File: src/rtl/ilir_pkg.sv
`timescale 1ns / 1ps
// Shared types and codes for the indexed list block.
// Used by the controller, the datapath and the top level; no dependencies.
package ilir_pkg;

  localparam int DEPTH_DEF     = 64;
  localparam int WORD_BITS_DEF = 32;
  localparam int POS_BITS      = 7;
  localparam int OUT_BITS      = 32;

  localparam logic [1:0] ACT_PUSH   = 2'd0;
  localparam logic [1:0] ACT_POP    = 2'd1;
  localparam logic [1:0] ACT_INSERT = 2'd2;
  localparam logic [1:0] ACT_REMOVE = 2'd3;

  localparam logic [1:0] ST_DONE      = 2'd0;
  localparam logic [1:0] ST_FULL      = 2'd1;
  localparam logic [1:0] ST_BAD_INDEX = 2'd2;
  localparam logic [1:0] ST_EMPTY     = 2'd3;

  typedef struct packed {
    logic        [1:0]          action;
    logic        [POS_BITS-1:0] position;
    logic signed [OUT_BITS-1:0] word_in;
  } ilir_item_t;

  typedef struct packed {
    logic signed [OUT_BITS-1:0] front_value;
    logic signed [OUT_BITS-1:0] back_value;
    logic        [POS_BITS-1:0] count;
    logic                       is_empty;
    logic        [1:0]          status;
  } ilir_result_t;

  // Commands from the controller to the datapath.
  typedef struct packed {
    logic capture;
    logic exec;
    logic load;
  } ilir_cmd_t;

endpackage

File: src/rtl/ilir_ctrl.sv
`timescale 1ns / 1ps
// Sequencing controller for the indexed list block.
// Depends on ilir_pkg for the command struct.
module ilir_ctrl import ilir_pkg::*; (
  input  logic      clk,
  input  logic      rst,
  input  logic      item_valid,
  output logic      item_stall,
  output logic      result_valid,
  input  logic      result_stall,
  output ilir_cmd_t cmd
);

  typedef enum logic [1:0] {S_IDLE, S_EXEC, S_LOAD} state_t;

  state_t state;
  logic   accept;
  logic   can_load;

  assign item_stall  = (state != S_IDLE);
  assign accept      = item_valid && !item_stall;
  assign can_load    = !result_valid || !result_stall;

  assign cmd.capture = accept;
  assign cmd.exec    = (state == S_EXEC);
  assign cmd.load    = (state == S_LOAD) && can_load;

  always_ff @(posedge clk) begin
    if (rst) begin
      state        <= S_IDLE;
      result_valid <= 1'b0;
    end else begin
      // Raise valid on a result load; drop it once the result transfers.
      if (cmd.load) begin
        result_valid <= 1'b1;
      end else if (result_valid && !result_stall) begin
        result_valid <= 1'b0;
      end
      unique case (state)
        S_IDLE: begin
          if (accept) begin
            state <= S_EXEC;
          end
        end
        S_EXEC: begin
          state <= S_LOAD;
        end
        S_LOAD: begin
          if (can_load) begin
            state <= S_IDLE;
          end
        end
        default: begin
          state <= S_IDLE;
        end
      endcase
    end
  end

  a_accept_exec: assert property (@(posedge clk) disable iff (rst)
    accept |=> state == S_EXEC)
    else $error("accepted transfer did not start execution");

  a_exec_load: assert property (@(posedge clk) disable iff (rst)
    state == S_EXEC |=> state == S_LOAD)
    else $error("execution did not advance to result load");

  a_load_valid: assert property (@(posedge clk) disable iff (rst)
    cmd.load |=> result_valid)
    else $error("result load did not raise result_valid");

endmodule

File: config.mk
export PLATFORM = sky130hd
export DESIGN_NAME = ilir_ctrl
export DESIGN_NICKNAME = d
export VERILOG_FILES = /design/src/rtl/ilir_pkg.sv /design/src/rtl/ilir_ctrl.sv
export SDC_FILE = /design/constraint.sdc
export NUM_CORES = 1
export LEC_CHECK = 0
export BUFFER_PORTS_ARGS = -buffer_cell sky130_fd_sc_hd__buf_2
export CAP_MARGIN = 5
export CORE_AREA = 10 10 47 49
export CTS_CLUSTER_DIAMETER = 60
export DETAILED_ROUTE_END_ITERATION = 8
export DIE_AREA = 0 0 57 59
export HOLD_SLACK_MARGIN = 0.02
export PLACE_DENSITY = 0.3
export SLEW_MARGIN = 40
export SYNTH_ARGS = -nofsm -noshare
export SYNTH_HDL_FRONTEND = slang
export SYNTH_SLANG_ARGS = --single-unit
File: constraint.sdc
create_clock -name clk -period 1.7 [get_ports clk]
set_clock_uncertainty 0.1 [all_clocks]
set_input_delay 0.34 -clock clk [delete_from_list [all_inputs] [get_ports clk]]
set_output_delay 0.34 -clock clk [all_outputs]
set_load 0.01 [all_outputs]
==> flow_summary.html <==
<table>
<tr><th>Metric</th><th>Value</th></tr>
<tr><th colspan="2">Die</th></tr>
<tr><td>Die height</td><td>59 um</td></tr>
<tr><td>Top-level port count</td><td>9</td></tr>
<tr><td>Number of cell rows</td><td>14</td></tr>
<tr><td>Core footprint</td><td>about 0.0014 mm^2</td></tr>
<tr><td>Die outline width</td><td>57 um</td></tr>
<tr><td>Total Die Area</td><td>0.003363 mm^2</td></tr>
<tr><td>Initial core utilization</td><td>9.911%</td></tr>
<tr><th colspan="2">Logic synthesis</th></tr>
<tr><td>Yosys top cell area share</td><td>between 40 and 50%</td></tr>
<tr><td>Syn Area/Cell</td><td>9.259 um^2</td></tr>
<tr><td>Cell area after synthesis</td><td>138.9 um^2</td></tr>
<tr><td>Synth Area in Adders</td><td>0%</td></tr>
<tr><td>Xor and xnor area share after synthesis</td><td>0%</td></tr>
<tr><td>Main combinational cell family by area after synthesis</td><td>simple AND/OR/NAND/NOR gates</td></tr>
<tr><td>Most common flop cell mapped by yosys</td><td>dfxtp_1</td></tr>
<tr><td>Commonest cells in the netlist</td><td>a21oi_1, dfxtp_1, nand2b_1</td></tr>
<tr><td>Fraction of synthesis flops using an asynchronous set or reset pin</td><td>0%</td></tr>
<tr><td>Compound-Gate Fraction of Synth Area</td><td>between 10 and 15%</td></tr>
<tr><td>Sequential share of the synthesized area</td><td>43.24%</td></tr>
<tr><td>Distinct cell type count of the synthesized netlist</td><td>10</td></tr>
<tr><td>Synth Area in Simple Gates</td><td>37.84%</td></tr>
<tr><td>Nets in the synthesized netlist</td><td>19</td></tr>
<tr><td>Synth area leaders</td><td>dfxtp_1, a21oi_1, nand2b_1</td></tr>
<tr><td>Number of storage elements in the synthesis netlist</td><td>3</td></tr>
<tr><td>Proportion of synthesized area in mux cells</td><td>0%</td></tr>
<tr><td>Number of flops mapped to enable cells by yosys</td><td>0</td></tr>
<tr><td>Count of yosys warnings during synthesis</td><td>0</td></tr>
<tr><td>Synthesized instance count</td><td>15</td></tr>
<tr><td>Cell accounting for the most synthesized area</td><td>dfxtp_1</td></tr>
<tr><th colspan="2">Finish</th></tr>
<tr><td>Layout overhead on the synthesized area</td><td>56.76%</td></tr>
<tr><td>Non-filler cells in the finished layout</td><td>42</td></tr>
<tr><td>Total area of multi-input combinational cells</td><td>67.56 um^2</td></tr>
<tr><td>Final-stage net count</td><td>31</td></tr>
<tr><td>Layout cell share with drive strength beyond 1</td><td>53.85%</td></tr>
<tr><td>Area taken by flip-flops and latches</td><td>between 60 and 70 um^2</td></tr>
<tr><td>Number of fillers in the final layout</td><td>approximately 170</td></tr>
<tr><td>Antenna Cells</td><td>0</td></tr>
<tr><th colspan="2">Drt</th></tr>
<tr><td>DRC marker count from the first detailed-route iteration</td><td>2</td></tr>
<tr><td>Drt drc</td><td>0</td></tr>
<tr><td>Via count normalized by instance count</td><td>3.262</td></tr>
<tr><td>Via count</td><td>137</td></tr>
<tr><td>DR pass1 iterations</td><td>2</td></tr>
<tr><td>Per-cell routed wire length</td><td>9.429 um</td></tr>
<tr><td>Antenna-violating nets left</td><td>0</td></tr>
<tr><td>Total wire length</td><td>396 um</td></tr>
<tr><th colspan="2">Clock tree</th></tr>
<tr><td>Number of hold-repair buffers added at the cts stage</td><td>0</td></tr>
<tr><td>Clock insertion delay at the later pin of the skew report</td><td>230 ps</td></tr>
<tr><td>Total setup buffers inserted after CTS</td><td>0</td></tr>
<tr><td>Clock buffer depth</td><td>2</td></tr>
<tr><td>Post-cts resize count</td><td>0</td></tr>
<tr><td>Number of levels the H-tree was split into</td><td>1</td></tr>
<tr><td>CTS buffer count</td><td>3</td></tr>
<tr><td>Master cell of the clock root buffer</td><td>clkbuf_4</td></tr>
<tr><td>CTS tree</td><td>done</td></tr>
<tr><td>Clk slew on worst S/H paths</td><td>about 40 ps</td></tr>
<tr><td>Clock Sink Count</td><td>3</td></tr>
<tr><th colspan="2">GRT</th></tr>
<tr><td>GRT Residual Overflow</td><td>0</td></tr>
<tr><td>Via count of the first global-routing pass</td><td>138</td></tr>
<tr><td>M1 GR Usage</td><td>between 3 and 4%</td></tr>
<tr><td>GR peak layer</td><td>met3</td></tr>
<tr><td>Initial antenna violation count</td><td>0</td></tr>
<tr><td>Global-route wire length before repair</td><td>around 600 um</td></tr>
<tr><td>Pin count of the biggest net entering global routing</td><td>6</td></tr>
<tr><td>Met2 Resource Use GR</td><td>less than 1%</td></tr>
<tr><td>Global routing usage on met3</td><td>4.077%</td></tr>
<tr><td>Total global-route track usage</td><td>around 2.7%</td></tr>
<tr><th colspan="2">STA</th></tr>
<tr><td>Total of endpoints with negative setup slack in the final report</td><td>0</td></tr>
<tr><td>Worst hold slack</td><td>196.6 ps</td></tr>
<tr><td>Tightest Pin Transition</td><td>162.2 ps</td></tr>
<tr><td>Max-slew violation total from the final report</td><td>0</td></tr>
<tr><td>Highest Clock Rate</td><td>0.6907 GHz</td></tr>
<tr><td>Ratio of final minimum period to clock period</td><td>85.16%</td></tr>
<tr><td>Max-Slew Margin vs Limit</td><td>between 80% and 90%</td></tr>
<tr><td>Setup repair after global routing missed its margin</td><td>false</td></tr>
<tr><td>Final Hold Vio Count</td><td>0</td></tr>
<tr><td>Final total negative setup slack</td><td>0 ps</td></tr>
<tr><td>Minimum clock period</td><td>between 1000 and 1500 ps</td></tr>
<tr><th colspan="2">Placed design</th></tr>
<tr><td>Routability-driven placement congestion ratio</td><td>slightly above 0.6</td></tr>
<tr><td>Count of buffers from port buffering</td><td>8</td></tr>
<tr><td>Placed cells</td><td>38</td></tr>
<tr><td>Final HPWL DP</td><td>317.2 um</td></tr>
<tr><th colspan="2">Setup path</th></tr>
<tr><td>Path type of the worst setup path</td><td>flop to output port</td></tr>
<tr><td>Data arrival time at the worst-slack endpoint</td><td>1010 ps</td></tr>
<tr><td>Max FO, Critical Path</td><td>5</td></tr>
<tr><td>Kind of end point of the critical path</td><td>output port</td></tr>
<tr><td>Crit path launch type</td><td>flop</td></tr>
<tr><td>Data required time of the worst path</td><td>1260 ps</td></tr>
<tr><td>Critical path origin</td><td>state[1]</td></tr>
<tr><td>Reg-to-Reg Start</td><td>state[1]</td></tr>
<tr><th colspan="2">Power</th></tr>
<tr><td>Leakage power summed over all cells</td><td>0.1096 nW</td></tr>
<tr><td>Pwr/cell area</td><td>about 1100 mW/mm^2</td></tr>
<tr><td>Total power</td><td>0.0002290 W</td></tr>
<tr><td>Max VDD drop</td><td>261.3 uV</td></tr>
<tr><th colspan="2">Hold path</th></tr>
<tr><td>Worst hold-check path type</td><td>input port to flop</td></tr>
<tr><td>Startpoint of the most critical hold path</td><td>rst</td></tr>
<tr><th colspan="2">Outcome</th></tr>
<tr><td>Status</td><td>finished, final reports clean</td></tr>
<tr><th colspan="2">Flow run</th></tr>
<tr><td>Max-cap viol count</td><td>0</td></tr>
</table>
==> registers in the layout, summed over array words and instances, names as in the netlist <==
signal / cells
result_valid: 1
state: 2
==> final cells by class <==
class,count,area share [%]
multi-input cells,10,31.03
flip-flops and latches,3,27.59
repair buffers,8,18.39
clock buffers,4,12.07
well taps,16,9.195
inverters,1,1.724
==> worst paths after layout <==
check / endpoint / slack, ps / cells past startpoint
setup / recovery: item_stall / 250 / 2
hold / removal: result_valid / 200 / 2
setup reg to reg: state[0] / 850 / 2
hold reg to reg: result_valid / 380 / 2
==> where the power goes <==
part	switching (W)	internal [W]	total, W	leakage (nW)
clock network	0.0000371	0.0000880	0.000125	0.0150
logic	0.0000124	0.0000138	0.0000262	0.0701
registers	0.00000360	0.0000741	0.0000777	0.0246
==> cell usage in the layout (no fill, tap or decap), drive strengths merged <==
cell type,synthesis,routed
or2,1,1
nand2b,2,2
clkbuf,0,4
buf,1,8
nand4b,1,1
inv,1,1
nor3b,1,1
nand2,1,1
a21oi,3,3
dfxtp,3,3
and2b,1,1
==> layer usage <==
metal,vias up,part of all wire (%)
met5,-,0
met4,0,0
li1,73,-
met2,11,21
met1,53,59
met3,0,20
==> cells by family (layout without fill, tap and decap cells) <==
family	after synthesis	count (layout)
AND/OR/NAND/NOR	7	7
AO/OA/AOI/OAI	3	3
flip-flops	3	3
buffers and inverters	2	13
==> metrics by stage <==
step                      util [%]  setup WS [ps]  area [um^2]
final                        15.54          252.2        217.7
after global routing         15.54          193.0        217.7
after CTS                    15.54          242.4        217.7
after detailed placement     13.66          494.9        191.4
after global placement       13.66          507.6        191.4
after floorplan                  -          587.0        138.9
==> worst max-delay path, stage by stage (launching register included) <==
cell and delay, ps:
dfxtp_1 340, or2_2 300, buf_2 140
No activity file was read; power rests on OpenSTA's default activity.
